File: config.mk
export PLATFORM = sky130hd
export DESIGN_NAME = prc_cfg
export DESIGN_NICKNAME = d
export VERILOG_FILES = /design/src/rtl/prc_pkg.sv /design/src/rtl/prc_cfg.sv
export SDC_FILE = /design/constraint.sdc
export NUM_CORES = 2
export LEC_CHECK = 0
export BUFFER_PORTS_ARGS = -buffer_cell sky130_fd_sc_hd__buf_2
export CAP_MARGIN = 20
export CORE_MARGIN = 1.5
export CORE_UTILIZATION = 34
export DETAILED_ROUTE_END_ITERATION = 12
export HOLD_SLACK_MARGIN = 0.05
export SLEW_MARGIN = 20
export SYNTH_ARGS = -nofsm -noshare
export SYNTH_HDL_FRONTEND = slang
export SYNTH_SLANG_ARGS = --single-unit
File: constraint.sdc
create_clock -name clk -period 15.5 [get_ports clk]
set_input_delay 3.1 -clock clk [delete_from_list [all_inputs] [get_ports clk]]
set_output_delay 3.1 -clock clk [all_outputs]
set_load 0.01 [all_outputs]
File: src/rtl/prc_pkg.sv
// Shared types, widths and constants of the polar remap coordinate generator.
// No dependencies; every other file imports this package.
`default_nettype none
package prc_pkg;
  localparam int COORD_W   = 12;
  localparam int DIM_W     = 13;
  localparam int HALF_W    = 12;
  localparam int OUT_W     = 22;
  localparam int LG_W      = 20;
  localparam int SQ_W      = 29;
  localparam int ROOT_W    = 31;
  localparam int ROOT_N    = 16;
  localparam int LOG_STEPS = 16;
  localparam int ISQ_W     = 62;
  localparam int NUM_W     = 44;
  localparam int RHO_W     = 32;
  localparam int ANG_W     = 32;
  localparam int CORDIC_N  = 20;
  localparam int CX_W      = 34;
  localparam int Z_W       = 33;
  localparam int ATAN_W    = 30;
  localparam int Q_DEPTH   = 4;
  localparam int Q_AW      = 2;
  localparam int ADDR_W    = 4;
  localparam int DATA_W    = 32;

  localparam logic [ATAN_W-1:0] CORDIC_GAIN = 30'd652032874;
  localparam logic [RHO_W-1:0]  RHO_CAP     = 32'h8000_0000;
  localparam logic [ROOT_W-1:0] ONE_Q30     = 31'h4000_0000;

  typedef enum logic [1:0] {
    REG_LOG_MODE   = 2'd0,
    REG_IMAGE_ROWS = 2'd1,
    REG_IMAGE_COLS = 2'd2
  } reg_idx_t;

  typedef enum logic [1:0] {
    ST_IDLE,
    ST_START,
    ST_LOG,
    ST_ROOT
  } setup_state_t;

  typedef struct packed {
    logic                          log_mode;
    logic [DIM_W-1:0]              rows;
    logic [DIM_W-1:0]              cols;
    logic [HALF_W-1:0]             half_rows;
    logic [HALF_W-1:0]             half_cols;
    logic [LG_W-1:0]               lg;
    logic [SQ_W-1:0]               sq;
    logic [ROOT_N-1:0][ROOT_W-1:0] root;
  } prc_cfg_t;

  typedef struct packed {
    logic [RHO_W-1:0] rho;
    logic [ANG_W-1:0] ang;
  } prc_item_t;

  function automatic logic [ATAN_W-1:0] atan_turn(input int unsigned i);
    logic [ATAN_W-1:0] a;
    case (i)
      0:       a = 30'd536870912;
      1:       a = 30'd316933406;
      2:       a = 30'd167458907;
      3:       a = 30'd85004756;
      4:       a = 30'd42667331;
      5:       a = 30'd21354465;
      6:       a = 30'd10679838;
      7:       a = 30'd5340245;
      8:       a = 30'd2670163;
      9:       a = 30'd1335087;
      10:      a = 30'd667544;
      11:      a = 30'd333772;
      12:      a = 30'd166886;
      13:      a = 30'd83443;
      14:      a = 30'd41722;
      15:      a = 30'd20861;
      16:      a = 30'd10430;
      17:      a = 30'd5215;
      18:      a = 30'd2608;
      19:      a = 30'd1304;
      default: a = '0;
    endcase
    return a;
  endfunction
endpackage
`default_nettype wire

File: src/rtl/prc_cfg.sv
// Configuration registers with APB-style write/read and the setup sequencer that
// derives log2(rows), the linear radius scale and the root-of-two table. Uses prc_pkg.
`default_nettype none
module prc_cfg #(
  parameter int MAX_DIM = 4096
) (
  input  logic                         clk,
  input  logic                         rst_n,
  input  logic                         psel,
  input  logic                         penable,
  input  logic                         pwrite,
  input  logic [prc_pkg::ADDR_W-1:0]   paddr,
  input  logic [prc_pkg::DATA_W-1:0]   pwdata,
  output logic [prc_pkg::DATA_W-1:0]   prdata,
  output prc_pkg::prc_cfg_t            cfg,
  output logic                         busy
);
  import prc_pkg::*;

  localparam logic [ISQ_W-1:0] BIT_INIT  = ISQ_W'(1) << 60;
  localparam logic [ISQ_W-1:0] ROOT0_OP  = ISQ_W'(1) << 61;

  logic                          wr_en;
  reg_idx_t                      idx;
  logic                          log_mode_r;
  logic [DIM_W-1:0]              rows_r, cols_r;
  logic [DIM_W-1:0]              rows_c, cols_c;
  setup_state_t                  state_r, state_nxt;
  logic [ROOT_W-1:0]             m_r, m_nxt, m_init;
  logic [LG_W-1:0]               l_r, l_nxt;
  logic [3:0]                    cnt_r, cnt_nxt, msb;
  logic [ISQ_W-1:0]              rad_r, rad_nxt, res_r, res_nxt, bit_r, bit_nxt;
  logic [ISQ_W-1:0]              trial, res_step;
  logic [4:0]                    ridx_r, ridx_nxt;
  logic [ROOT_N-1:0][ROOT_W-1:0] root_r, root_nxt;
  logic [SQ_W-1:0]               sq_r, sq_nxt;
  logic [2*ROOT_W-1:0]           sqr;
  logic [ROOT_W:0]               sqr_hi;
  logic [ISQ_W-1:0]              s_op;
  logic [2*HALF_W:0]             hyp;

  function automatic logic [DIM_W-1:0] clamp_dim(input logic [DIM_W-1:0] d);
    logic [DIM_W:0] lim;
    lim = (DIM_W+1)'(MAX_DIM);
    if (d == '0) return DIM_W'(1);
    if ({1'b0, d} > lim) return lim[DIM_W-1:0];
    return d;
  endfunction

  assign wr_en  = psel && penable && pwrite;
  assign idx    = reg_idx_t'(paddr[3:2]);
  assign rows_c = clamp_dim(rows_r);
  assign cols_c = clamp_dim(cols_r);

  always_ff @(posedge clk) begin
    if (!rst_n) begin
      log_mode_r <= 1'b0;
      rows_r     <= 13'd512;
      cols_r     <= 13'd512;
    end else if (wr_en) begin
      unique case (idx)
        REG_LOG_MODE:   log_mode_r <= pwdata[0];
        REG_IMAGE_ROWS: rows_r     <= pwdata[DIM_W-1:0];
        REG_IMAGE_COLS: cols_r     <= pwdata[DIM_W-1:0];
        default: ;
      endcase
    end
  end

  always_comb begin
    unique case (idx)
      REG_LOG_MODE:   prdata = {{(DATA_W-1){1'b0}}, log_mode_r};
      REG_IMAGE_ROWS: prdata = {{(DATA_W-DIM_W){1'b0}}, rows_r};
      REG_IMAGE_COLS: prdata = {{(DATA_W-DIM_W){1'b0}}, cols_r};
      default:        prdata = '0;
    endcase
  end

  always_comb begin
    msb = '0;
    for (int k = 0; k < DIM_W; k++) begin
      if (rows_c[k]) msb = 4'(k);
    end
  end

  assign m_init = {{(ROOT_W-DIM_W){1'b0}}, rows_c} << (5'd30 - {1'b0, msb});
  assign sqr    = (2*ROOT_W)'(m_r) * (2*ROOT_W)'(m_r);
  assign sqr_hi = sqr[2*ROOT_W-1:30];
  assign hyp    = (2*HALF_W+1)'(rows_c[DIM_W-1:1]) * (2*HALF_W+1)'(rows_c[DIM_W-1:1])
                + (2*HALF_W+1)'(cols_c[DIM_W-1:1]) * (2*HALF_W+1)'(cols_c[DIM_W-1:1]);
  assign s_op   = {{(ISQ_W-2*HALF_W-1-32){1'b0}}, hyp, 32'd0};
  assign trial  = res_r + bit_r;

  always_comb begin
    if (rad_r >= trial) begin
      res_step = (res_r >> 1) + bit_r;
    end else begin
      res_step = res_r >> 1;
    end
  end

  always_ff @(posedge clk) begin
    if (!rst_n) begin
      state_r <= ST_START;
    end else begin
      state_r <= state_nxt;
    end
  end

  always_ff @(posedge clk) begin
    m_r    <= m_nxt;
    l_r    <= l_nxt;
    cnt_r  <= cnt_nxt;
    rad_r  <= rad_nxt;
    res_r  <= res_nxt;
    bit_r  <= bit_nxt;
    ridx_r <= ridx_nxt;
    root_r <= root_nxt;
    sq_r   <= sq_nxt;
  end

  always_comb begin
    state_nxt = state_r;
    m_nxt     = m_r;
    l_nxt     = l_r;
    cnt_nxt   = cnt_r;
    rad_nxt   = rad_r;
    res_nxt   = res_r;
    bit_nxt   = bit_r;
    ridx_nxt  = ridx_r;
    root_nxt  = root_r;
    sq_nxt    = sq_r;
    unique case (state_r)
      ST_IDLE: ;
      ST_START: begin
        m_nxt     = m_init;
        l_nxt     = LG_W'(msb);
        cnt_nxt   = '0;
        state_nxt = ST_LOG;
      end
      ST_LOG: begin
        if (sqr_hi[ROOT_W]) begin
          m_nxt = sqr_hi[ROOT_W:1];
          l_nxt = {l_r[LG_W-2:0], 1'b1};
        end else begin
          m_nxt = sqr_hi[ROOT_W-1:0];
          l_nxt = {l_r[LG_W-2:0], 1'b0};
        end
        cnt_nxt = cnt_r + 4'd1;
        if (cnt_r == 4'(LOG_STEPS-1)) begin
          rad_nxt   = ROOT0_OP;
          res_nxt   = '0;
          bit_nxt   = BIT_INIT;
          ridx_nxt  = '0;
          state_nxt = ST_ROOT;
        end
      end
      ST_ROOT: begin
        if (rad_r >= trial) rad_nxt = rad_r - trial;
        res_nxt = res_step;
        bit_nxt = bit_r >> 2;
        if (bit_r[0]) begin
          res_nxt = '0;
          bit_nxt = BIT_INIT;
          if (ridx_r == 5'(ROOT_N)) begin
            sq_nxt    = res_step[SQ_W-1:0];
            state_nxt = ST_IDLE;
          end else begin
            root_nxt[ridx_r[3:0]] = res_step[ROOT_W-1:0];
            ridx_nxt              = ridx_r + 5'd1;
            if (ridx_r == 5'(ROOT_N-1)) begin
              rad_nxt = s_op;
            end else begin
              rad_nxt = {1'b0, res_step[ROOT_W-1:0], 30'd0};
            end
          end
        end
      end
      default: state_nxt = ST_START;
    endcase
    if (wr_en) state_nxt = ST_START;
  end

  assign busy          = (state_r != ST_IDLE);
  assign cfg.log_mode  = log_mode_r;
  assign cfg.rows      = rows_c;
  assign cfg.cols      = cols_c;
  assign cfg.half_rows = rows_c[DIM_W-1:1];
  assign cfg.half_cols = cols_c[DIM_W-1:1];
  assign cfg.lg        = l_r;
  assign cfg.sq        = sq_r;
  assign cfg.root      = root_r;
endmodule
`default_nettype wire

==> summary.md <==
| Metric | Value |
|---|---|
| Post-route ant nets | 0 |
| Post-synth EDFFs | 740 |
| Max_slew headroom | 0.2133 |
| #FFs+latches synth | ~770 |
| Vias | a little under 50000 |
| Clk slew on worst S/H paths | around 0.06 ns |
| Hold_buf cts | 0 |
| Status | finished clean |
| Initial antenna violation count | 10 |
| CORE AREA | between 0.2 and 0.25 mm² |
| Setup tns final | 0 ns |
| Critical Path Slowest Stage Cell | clkinv_1 |
| Area contributors post-synth | edfxtp_1 (32%), fa_1 (27%), ha_1 (8.9%) |
| Layout cells sized above 1 | 0.1351 |
| Clock Skew | between 0.06 and 0.07 ns |
| Clock latency on the worst-skew pair | 0.75 ns |
| WP data required | between 15 and 20 ns |
| Total track usage | 0.1980 |
| Fmax | between 0.09 and 0.1 GHz |
| Cell taking the most area after synthesis | edfxtp_1 |
| Clk buf depth | 3 |
| H-tree levels | 3 |
| Buffers on Ports | ~630 |
| Vias in the first global route | 49770 |
| TritonCTS clock tree | done |
| CP Max Fanout | 25 |
| Routed len/inst | 20.98 µm |
| Syn. warnings | 0 |
| DRT iter0 DRCs | approximately 4000 |
| Post-layout minimum cycle time | between 10 and 15 ns |
| Arrival @ worst endpoint | roughly 11 ns |
| GRT overflow | 0 |
| Die ar. | 0.2070 mm² |
| Fin nets | 8575 |
| Critical path class | flip-flop to flip-flop |
| Max cap viols | 0 |
| Share of the synthesized area in the top cell type | 0.3200 |
| Clock sink count | between 700 and 800 |
| Period utilisation layout | 0.6699 |
| Finished Core Util | 0.3903 |
| DRC | 0 |
| Num ports | 670 |
| Worst hold path depth | 2 |
| Worst Tran Pin Value | 1.178 ns |
| Dominant synthesized flop cell | edfxtp_1 |
| Routed Wire Length | around 210000 µm |
| RD Place Congestion | 0.9260 |
| First-pass GRT wire length | 308100 µm |
| Most frequent cells in the layout | inv_1 (1272), fa_1 (950), edfxtp_1 (740), nand2_1 (686), buf_2 (629) |
| Via/cell ratio | 5.005 |
| Synth-to-Final Area Change | 13.83% |
| Seq/Total Area, Yosys | 0.3284 |
| CP startpoint kind | flip-flop |
| Final Hold Violating Endpoints | 0 |
| Post-CTS sizing | 0 |
| Max incr delay on CP | between 0.8 and 0.9 ns |
| Most common cell after layout, fill and taps aside | inv_1 |
| Ys async rst share | 0 |
| Reg2reg path depth | 30 |
| Synthesized area | between 0.06 and 0.07 mm² |
| Final setup viols | 0 |
| RSZ-0062 raised after global routing | false |
| DP Wirelength | roughly 160000 µm |
| Crit path capture type | flip-flop |
| Num CTS Buffers | about 90 |
| Max-slew violations | 0 |
| Die Width | ~450 µm |
| Starting density of the core | 0.3429 |
| HP Class | flip-flop to flip-flop |
| Post-CTS Setup Inserts | 0 |
| First-pass DRT Iterations | 5 |
| Number of cell rows | 165 |
| Netlist cell types | between 80 and 90 |
| Largest net degree at the start of global routing | approximately 160 |
| Mapped Cells | approximately 6500 |
| Syn Area/Cell | ~11 µm² |
| Cell mode on critical path | fa_1 |
| Die height | 454.9 µm |
| CTS Root Cell | clkbuf_16 |
[flip-flops by register name (all words and copies together) (netlist names)]
register	count
rows_r	13
m_r	31
state_r	2
l_r	20
cnt_r	4
sq_r	29
log_mode_r	1
cfg	496
bit_r	31
ridx_r	5
cols_r	13
res_r	62
rad_r	62
[per-layer routing]
metal  vias to the layer above  part of all wire  global-route usage
li1                      22120                 -                   -
met1                     24980              0.41              0.2625
met2                      1842              0.47              0.3226
met3                       306             0.075             0.03469
met4                         2             0.040             0.07573
met5                         -          0.000078                   0
[cell families after synthesis]
| kind of cell | Yosys count | synth area share |
|---|---|---|
| compound gates | 831 | 0.07798 |
| xor+xnor | 239 | 0.03025 |
| fa+ha+maj | 1446 | 0.3632 |
| buf+inv | 1551 | 0.08670 |
| flops | 769 | 0.3284 |
| mux | 44 | 0.006541 |
| other cells | 2 | 0.0001082 |
| simple gates | 1606 | 0.1068 |
[stage by stage]
stage / hold WS [ns] / worst slack (ns) / std cells / cell area, µm²
after floorplan: 0.4557 / 2.222 / 6538 / 69630
after global placement: 0.4844 / 5.323 / 9669 / 75940
after detailed placement: 0.4959 / 5.266 / 9670 / 75960
after CTS: 0.5038 / 5.243 / 9835 / 79030
after global routing: 0.5313 / 4.767 / 9836 / 79040
final: 0.5050 / 5.117 / 9839 / 79040
[final timing paths]
check             startpoint        end  slack [ns]
hold / removal     cols_r[5]  cols_r[5]        0.50
setup reg to reg     m_r[19]    m_r[15]        5.12
setup / recovery     m_r[19]    m_r[15]        5.12
hold reg to reg    cols_r[5]  cols_r[5]        0.50
[critical path: cells and delay by family, from the launching register on]
kind                       cells  cell delay (ns)
buffers and inverters          9             1.98
muxes                          1             0.37
xor gates and xnor gates       1             0.12
and+or+nand+nor                5             1.58
DFF                            1             0.32
AOI/OAI and AO/OA              5             1.43
adders and majority gates      9             4.29
[synth_stat cells, types with 11 or more instances]
cell      number
ha_1         496
o21ai_1       16
buf_4         45
a31oi_1       68
a21oi_1      233
and3_1        27
nand2_1      686
nand3_1       69
inv_1       1272
clkbuf_1     191
fa_1         950
buf_2         18
edfxtp_1     740
and2_1       259
or3_1         16
mux2i_1       33
nor2_1       320
o21ai_0      139
o21a_1        12
nand4_1       49
o31ai_1       12
nor4_1        12
nor2b_1       49
a21boi_0      31
nand2b_1      22
buf_1         11
clkinv_1      11
o21bai_1      31
dfxtp_1       29
xor2_1       118
or2_2         15
a211oi_1      44
a31o_2        16
nor3_1        56
xnor2_1      120
a21o_1        77
a22o_1        13
o211ai_1      26
[final cells by class]
type / instances / area [µm²]
inverters: 1285 / 4823
diodes: 4 / 10.01
multi-input cells: 4218 / 41100
clock buffers: 103 / 2262
fillers: 19700 / 123500
flip-flops and latches: 769 / 22800
well taps: 2672 / 3343
repair buffers: 726 / 3901
clock inverters: 62 / 804.5
Power is left out: the tool's default activity adds up to more than one toggle a clock period on the data nets, which glitch-free logic cannot reach.
