==> config.mk <==
export PLATFORM = sky130hd
export DESIGN_NAME = prc_queue
export DESIGN_NICKNAME = d
export VERILOG_FILES = /design/src/rtl/prc_pkg.sv /design/src/rtl/prc_queue.sv
export SDC_FILE = /design/constraint.sdc
export NUM_CORES = 1
export LEC_CHECK = 0
export ABC_AREA = 1
export BUFFER_PORTS_ARGS = -buffer_cell sky130_fd_sc_hd__buf_2
export CAP_MARGIN = 20
export CORE_MARGIN = 1
export CORE_UTILIZATION = 30
export DETAILED_ROUTE_END_ITERATION = 10
export PLACE_DENSITY_LB_ADDON = 0.12
export SETUP_SLACK_MARGIN = 0.3
export SLEW_MARGIN = 25
export SYNTH_ARGS = -nofsm -noshare
export SYNTH_HDL_FRONTEND = slang
export SYNTH_SLANG_ARGS = --single-unit
==> constraint.sdc <==
create_clock -name clk -period 3.64 [get_ports clk]
set_clock_uncertainty 0.1 [all_clocks]
set_input_delay 0.728 -clock clk [delete_from_list [all_inputs] [get_ports clk]]
set_output_delay 0.728 -clock clk [all_outputs]
set_load 0.005 [all_outputs]
==> src/rtl/prc_pkg.sv <==
// Shared types, widths and constants of the polar remap coordinate generator.
// No dependencies; every other file imports this package.
`default_nettype none
package prc_pkg;
  localparam int COORD_W   = 12;
  localparam int DIM_W     = 13;
  localparam int HALF_W    = 12;
  localparam int OUT_W     = 22;
  localparam int LG_W      = 20;
  localparam int SQ_W      = 29;
  localparam int ROOT_W    = 31;
  localparam int ROOT_N    = 16;
  localparam int LOG_STEPS = 16;
  localparam int ISQ_W     = 62;
  localparam int NUM_W     = 44;
  localparam int RHO_W     = 32;
  localparam int ANG_W     = 32;
  localparam int CORDIC_N  = 20;
  localparam int CX_W      = 34;
  localparam int Z_W       = 33;
  localparam int ATAN_W    = 30;
  localparam int Q_DEPTH   = 4;
  localparam int Q_AW      = 2;
  localparam int ADDR_W    = 4;
  localparam int DATA_W    = 32;

  localparam logic [ATAN_W-1:0] CORDIC_GAIN = 30'd652032874;
  localparam logic [RHO_W-1:0]  RHO_CAP     = 32'h8000_0000;
  localparam logic [ROOT_W-1:0] ONE_Q30     = 31'h4000_0000;

  typedef enum logic [1:0] {
    REG_LOG_MODE   = 2'd0,
    REG_IMAGE_ROWS = 2'd1,
    REG_IMAGE_COLS = 2'd2
  } reg_idx_t;

  typedef enum logic [1:0] {
    ST_IDLE,
    ST_START,
    ST_LOG,
    ST_ROOT
  } setup_state_t;

  typedef struct packed {
    logic                          log_mode;
    logic [DIM_W-1:0]              rows;
    logic [DIM_W-1:0]              cols;
    logic [HALF_W-1:0]             half_rows;
    logic [HALF_W-1:0]             half_cols;
    logic [LG_W-1:0]               lg;
    logic [SQ_W-1:0]               sq;
    logic [ROOT_N-1:0][ROOT_W-1:0] root;
  } prc_cfg_t;

  typedef struct packed {
    logic [RHO_W-1:0] rho;
    logic [ANG_W-1:0] ang;
  } prc_item_t;

  function automatic logic [ATAN_W-1:0] atan_turn(input int unsigned i);
    logic [ATAN_W-1:0] a;
    case (i)
      0:       a = 30'd536870912;
      1:       a = 30'd316933406;
      2:       a = 30'd167458907;
      3:       a = 30'd85004756;
      4:       a = 30'd42667331;
      5:       a = 30'd21354465;
      6:       a = 30'd10679838;
      7:       a = 30'd5340245;
      8:       a = 30'd2670163;
      9:       a = 30'd1335087;
      10:      a = 30'd667544;
      11:      a = 30'd333772;
      12:      a = 30'd166886;
      13:      a = 30'd83443;
      14:      a = 30'd41722;
      15:      a = 30'd20861;
      16:      a = 30'd10430;
      17:      a = 30'd5215;
      18:      a = 30'd2608;
      19:      a = 30'd1304;
      default: a = '0;
    endcase
    return a;
  endfunction
endpackage
`default_nettype wire

==> src/rtl/prc_queue.sv <==
// Short request queue between the front and back pipelines.
// Uses prc_pkg.
`default_nettype none
module prc_queue (
  input  logic                clk,
  input  logic                rst_n,
  input  logic                push,
  input  prc_pkg::prc_item_t  push_item,
  output logic                full,
  input  logic                pop,
  output logic                empty,
  output prc_pkg::prc_item_t  pop_item
);
  import prc_pkg::*;

  prc_item_t       mem_r [0:Q_DEPTH-1];
  logic [Q_AW-1:0] wr_ptr_r, rd_ptr_r;
  logic [Q_AW:0]   cnt_r, cnt_nxt;

  assign full     = (cnt_r == (Q_AW+1)'(Q_DEPTH));
  assign empty    = (cnt_r == '0);
  assign pop_item = mem_r[rd_ptr_r];

  always_comb begin
    cnt_nxt = cnt_r;
    if (push && !pop) cnt_nxt = cnt_r + 1'b1;
    if (pop && !push) cnt_nxt = cnt_r - 1'b1;
  end

  always_ff @(posedge clk) begin
    if (!rst_n) begin
      wr_ptr_r <= '0;
      rd_ptr_r <= '0;
      cnt_r    <= '0;
    end else begin
      if (push) wr_ptr_r <= wr_ptr_r + 1'b1;
      if (pop) rd_ptr_r <= rd_ptr_r + 1'b1;
      cnt_r <= cnt_nxt;
    end
  end

  always_ff @(posedge clk) begin
    if (push) mem_r[wr_ptr_r] <= push_item;
  end
endmodule
`default_nettype wire

==> results of run 1 <==
==> per-stage QoR <==
stage / cells / utilization (%)
detailed placement: 1226 / 33.95
CTS: 1279 / 36.50
global route: 1279 / 36.51
floorplan: 676 / -
finish: 1281 / 36.52
global placement: 1226 / 33.95
==> per-layer routing <==
layer | up-vias | global-route usage (%) | routed length, um
met4 | 6 | 3.000 | 334
met2 | 132 | 23.97 | 11300
li1 | 2827 | - | -
met5 | - | 0 | 33
met1 | 2959 | 17.07 | 10030
met3 | 38 | 3.903 | 1597
==> cell families after synthesis <==
logic type                 after synthesis  share of synthesized area [%]
AOI/OAI and AO/OA                      203                          11.03
adders and majority gates                6                         0.8311
buffers and inverters                   58                          3.450
and+or+nand+nor                        144                          5.503
DFF                                    265                          79.18
==> report_power, final <==
group	switching [mW]	internal, mW
Combinational	0.370	0.200
Sequential	0.0383	3.48
Clock	1.10	1.46
Total	1.51	5.15
==> final timing paths <==
kind	start	end	slack, ns
worst min-delay path	push_item[63]	mem_r[3][63]	0.31
worst min register to register	rd_ptr_r[1]	flip-flop	0.34
worst max-delay path	flip-flop	pop_item[29]	0.52
worst max register to register	wr_ptr_r[0]	mem_r[2][44]	1.45
==> sequential cells by signal (all words and copies together), names as in the netlist, named ones only <==
register and flops:
mem_r 256, cnt_r 3, wr_ptr_r 2, rd_ptr_r 2
==> synth_stat cells <==
master	n
a21oi_1	5
clkbuf_1	18
fa_1	1
o21ai_0	78
buf_4	6
clkinv_1	1
nand2_1	9
nand3_1	1
dfxtp_1	9
o21ai_1	56
inv_2	1
nor2_1	131
nand4_1	1
edfxtp_1	256
buf_2	1
nor3_1	2
o22ai_1	64
ha_1	5
buf_6	13
clkbuf_2	3
inv_1	15
==> worst max-delay path, cell delays in order (launching register included) <==
cell and delay [ns]:
dfxtp_4 0.36, inv_4 0.38, buf_4 0.47, nor2_1 0.08
o22ai_1 0.26, buf_2 0.17
==> final cells by class <==
class | count | area (um2)
diodes | 2 | 5.005
fillers | 3176 | 20650
multi-input cells | 353 | 1725
well taps | 442 | 553.0
clock buffers | 41 | 770.7
clock inverters | 12 | 58.81
flip-flops and latches | 265 | 7875
repair buffers | 149 | 823.3
inverters | 17 | 71.32
==> impl_metrics.json, run 1 <==
{
  "max_slew.worst_pin.slew_ns": 0.7813,
  "setup_total_negative_slack_ns": 0,
  "hp-class": "primary input to flip-flop",
  "worstSkewPairLatency_ns": 0.53,
  "leakage_nw": 4.110,
  "layout-drive-gt1-share_pct": 23.06,
  "design.core.area_mm2": 0.03254,
  "global_route.usage.total_pct": 13.83,
  "clkTransAtPathRegs_ns": 0.06,
  "post_cts_resized": 0,
  "cts-root-to-sink-buffers": 3,
  "fin_worst_hold_slack_ns": 0.3055,
  "clock_sink_count": 265,
  "most-common-layout-cells": "edfxtp_1, buf_2, nor2_1",
  "commonest_non_fill_non_tap_cell_in_the_layout": "edfxtp_1",
  "timing_max_transition_violations_final": 0,
  "post_synth_inst_count": 676,
  "worstSetupEndpointType": "primary output",
  "timing.final.ws_setup_ns": 0.5157,
  "post_synth_main_area_contributors": "edfxtp_1, nor2_1, o22ai_1, o21ai_0, o21ai_1",
  "critPathKind": "flip-flop to primary output",
  "ys.warnings.count": 0,
  "fmax_ghz": 0.3201,
  "hold-path-cell-count": 1,
  "ys_seq_area_share_pct": 79.18,
  "pin_count_of_the_biggest_net_entering_global_routing": 129,
  "worst_r2r_path_depth": 5,
  "worstPathArrival_ns": 2.30,
  "max_slew_margin_pct": 47.85,
  "drtPass1Iterations": 5,
  "syn_to_final_growth_pct": 19.59,
  "first_global_vias": 6060,
  "synth_nets": 750,
  "drcViolationCount": 0,
  "yosys.area.top_type_share_pct": 77.37,
  "final_nets": 889,
  "clock_tree.htree_level_count": 1,
  "boundaryPins": 134,
  "placement_rows": 66,
  "pre_cts_ws_ns": 0.9940,
  "power.density_cell_area_mw_per_mm2": 560.5,
  "width_of_the_die_um": 184.0,
  "cts_hold_buffers": 0,
  "postRouteAntennaNets": 0,
  "die_h_um": 184.0,
  "fin_crit_ns": 3.124,
  "globalplace.congestion": 0.7067,
  "viasPerCell": 4.654,
  "power.ir.vdd_worst_mv": 0.3917,
  "wire_length_of_the_first_global_routing_pass_mm": 35.27,
  "finish.instance_area_mm2": 0.01188,
  "total_via_count_after_detailed_routing": 5962,
  "route.detailed.wl_per_inst_um": 18.18,
  "number_of_setup_violations_in_the_final_report": 0,
  "globalRoute.totalOverflow": 0,
  "worstPathMaxFanout": 45,
  "postSynthRegisterBits": 265,
  "yosys.area.top_type": "edfxtp_1",
  "route.final.wire_length_mm": 23.29,
  "postPlaceCellArea_mm2": 0.01105,
  "synth.avg_cell_area_um2": 14.70,
  "post-route-period-util_pct": 85.83,
  "final-hold-violation-count": 0,
  "outcome": "finished, final reports clean",
  "number_of_max_capacitance_violations_reported": 0,
  "grt_antenna_before_repair": 5,
  "root_buffer": "clkbuf_16",
  "port-buffer-count": 133,
  "critical_path_required_ns": 2.81,
  "floorplan.die_area_mm2": 0.03385,
  "synth.cell_area_mm2": 0.009936,
  "total_power_mw": 6.660,
  "drt_first_iter_violations": 280,
  "post_synth_num_cell_types": 21,
  "cts_post_setup_buffers_inserted": 0,
  "tritoncts.num_buffers": 29,
  "post-dp-hpwl_mm": 13.00,
  "tritoncts_clock_tree": "built",
  "worstSetupStartpointType": "flip-flop",
  "initial_core_util_pct": 30.54,
  "rsz0062_at_grt": "false"
}
Note: power is estimated with default switching activity, not from simulation.
==> run 2: changes to the inputs <==
--- a/config.mk
+++ b/config.mk
@@ -9,7 +9,7 @@
 export BUFFER_PORTS_ARGS = -buffer_cell sky130_fd_sc_hd__buf_2
 export CAP_MARGIN = 20
 export CORE_MARGIN = 1
-export CORE_UTILIZATION = 30
+export CORE_UTILIZATION = 35
 export DETAILED_ROUTE_END_ITERATION = 10
 export PLACE_DENSITY_LB_ADDON = 0.12
 export SETUP_SLACK_MARGIN = 0.3
==> impl_metrics.json, run 2 (synthesis gave the netlist of run 1 again) <==
{
  "outcome": "finished, final reports clean",
  "cp.buffers_inverters": 3,
  "clkTransAtPathRegs_ns": 0.06,
  "worstSetupEndpointType": "primary output",
  "most-common-layout-cells": "edfxtp_1, buf_2, nor2_1",
  "max_slew_margin_pct": 44.18,
  "cts_hold_buffers": 0,
  "worst_r2r_path_depth": 5,
  "globalplace.congestion": 0.7411,
  "worstSetupStartpointType": "flip-flop",
  "initial_core_util_pct": 35.67,
  "final-hold-violation-count": 0,
  "drt_first_iter_violations": 420,
  "postRouteAntennaNets": 0,
  "first_global_vias": 5830,
  "die_h_um": 170.5,
  "wire_length_of_the_first_global_routing_pass_mm": 33.13,
  "drtPass1Iterations": 5,
  "placement_rows": 61,
  "final_core_utilization_pct": 42.69,
  "commonest_non_fill_non_tap_cell_in_the_layout": "edfxtp_1",
  "layout_top_registers": "mem_r x256, cnt_r x3",
  "route.final.wire_length_mm": 22.01,
  "tritoncts_clock_tree": "built",
  "post_cts_resized": 0,
  "post-route-period-util_pct": 83.45,
  "timing_max_transition_violations_final": 0,
  "port-buffer-count": 133,
  "clock_tree.htree_level_count": 1,
  "worstSkewPairLatency_ns": 0.54,
  "crit_path_cell_trace": "inv_2 > buf_12 > o21ai_1 > o22ai_1 > buf_2",
  "critPathSlowestCell": "inv_2",
  "global_route.usage.met3_pct": 3.953,
  "worstPathMaxFanout": 34,
  "crit_path_largest_cell_delay_ns": 0.51,
  "number_of_max_capacitance_violations_reported": 0,
  "timing.hold.worst.start": "push_item[6]",
  "largest_reg_flops": 256,
  "syn_to_final_growth_pct": 19.68,
  "worstPathArrival_ns": 2.21,
  "root_buffer": "clkbuf_16",
  "leakage_nw": 4.149,
  "max_slew.worst_pin.slew_ns": 0.8374,
  "fin_worst_hold_slack_ns": 0.2999,
  "setup_total_negative_slack_ns": 0,
  "clock_sink_count": 265,
  "critical_path_required_ns": 2.81,
  "floorplan.die_area_mm2": 0.02907,
  "critPathKind": "flip-flop to primary output",
  "fill_cells": 2550,
  "top_usage_layer": "met2",
  "use_met1_pct": 20.05,
  "hp-class": "primary input to flip-flop",
  "hold-path-endpoint": "mem_r[0][6]",
  "fmax_ghz": 0.3292,
  "width_of_the_die_um": 170.5,
  "power.ir.vdd_worst_mv": 0.3742,
  "final_nets": 887,
  "power.density_cell_area_mw_per_mm2": 573.0,
  "finish.instance_area_mm2": 0.01189,
  "crit_family": "buffers and inverters",
  "tritoncts.num_buffers": 29,
  "drcViolationCount": 0,
  "number_of_setup_violations_in_the_final_report": 0,
  "globalRoute.totalOverflow": 0,
  "global_route.usage.total_pct": 15.02,
  "viasPerCell": 4.836,
  "design.core.area_mm2": 0.02786,
  "route.detailed.wl_per_inst_um": 18.13,
  "r2r-end": "mem_r[2][57]",
  "layout-drive-gt1-share_pct": 23.23,
  "hold-path-cell-count": 1,
  "postPlaceCellArea_mm2": 0.01100,
  "cts-root-to-sink-buffers": 3,
  "reg2reg_setup_slack_ns": 1.43,
  "grt_antenna_before_repair": 4,
  "cts_post_setup_buffers_inserted": 0,
  "registers.top_by_ff_count": "mem_r",
  "crit-reg2reg-launch": "wr_ptr_r[0]",
  "boundaryPins": 134,
  "rsz0062_at_grt": "false",
  "post-dp-hpwl_mm": 12.10,
  "fin_crit_ns": 3.038,
  "pin_count_of_the_biggest_net_entering_global_routing": 129,
  "total_via_count_after_detailed_routing": 5871,
  "grtUsageMet2_pct": 24.20
}
-- run 2: cell types whose count changed in the layout (fill, tap and decap cells not counted), sizes merged --
cell	change
buf	-2
bufinv	+2
clkbuf	-9
clkinv	+7
clkinvlp	-1
inv	+1
diode	-1
-- run 2: routing by layer --
| metal | vias to the layer above | part of all wire [%] |
|---|---|---|
| li1 | 2823 | - |
| met1 | 2869 | 46 |
| met2 | 140 | 46 |
| met3 | 35 | 6.3 |
| met4 | 4 | 2.0 |
| met5 | - | 0.091 |
-- run 2: area by class of cell --
| type | instances | area [um2] | area share, % |
|---|---|---|---|
| Inverter | 17 | 71.32 | 0.5997 |
| Antenna cell | 1 | 2.502 | 0.02104 |
| Timing Repair Buffer | 147 | 858.3 | 7.218 |
| Clock buffer | 32 | 737.0 | 6.197 |
| Multi-Input combinational cell | 353 | 1725 | 14.51 |
| Clock inverter | 21 | 151.4 | 1.273 |
| Sequential cell | 265 | 7873 | 66.20 |
| Tap cell | 378 | 473.0 | 3.977 |
-- run 2: report_power, final --
group	leakage (nW)	switching (mW)	internal (mW)	total [mW]
logic	1.29	0.373	0.205	0.578
clock network	0.435	1.13	1.59	2.72
registers	2.43	0.0303	3.48	3.52
total	4.15	1.54	5.28	6.81
-- run 2: worst max-delay path by stage --
stage,end,start,depth (start not counted)
2_1_floorplan,mem_r[0][0],push,2
3_3_place_gp,mem_r[2][62],push,4
3_5_place_dp,mem_r[2][61],push,4
4_1_cts,pop_item[43],flip-flop,5
5_1_grt,pop_item[56],flip-flop,5
6_report,pop_item[29],flip-flop,5
-- run 2: worst reg2reg max path, stage by stage (launching register included) --
cell and delay (ns):
dfxtp_1 0.36, inv_1 0.09, ha_1 0.21, nand2_1 0.08, clkinv_2 0.63, buf_12 0.48
-- run 2: per-stage QoR --
stage,setup WS (ns),total power [mW],cells
2_1_floorplan,1.116,3.890,676
5_1_grt,0.4713,7.076,1214
3_5_place_dp,1.112,4.172,1160
4_1_cts,0.5799,6.898,1213
3_3_place_gp,1.113,4.154,1160
6_report,0.6023,6.813,1214
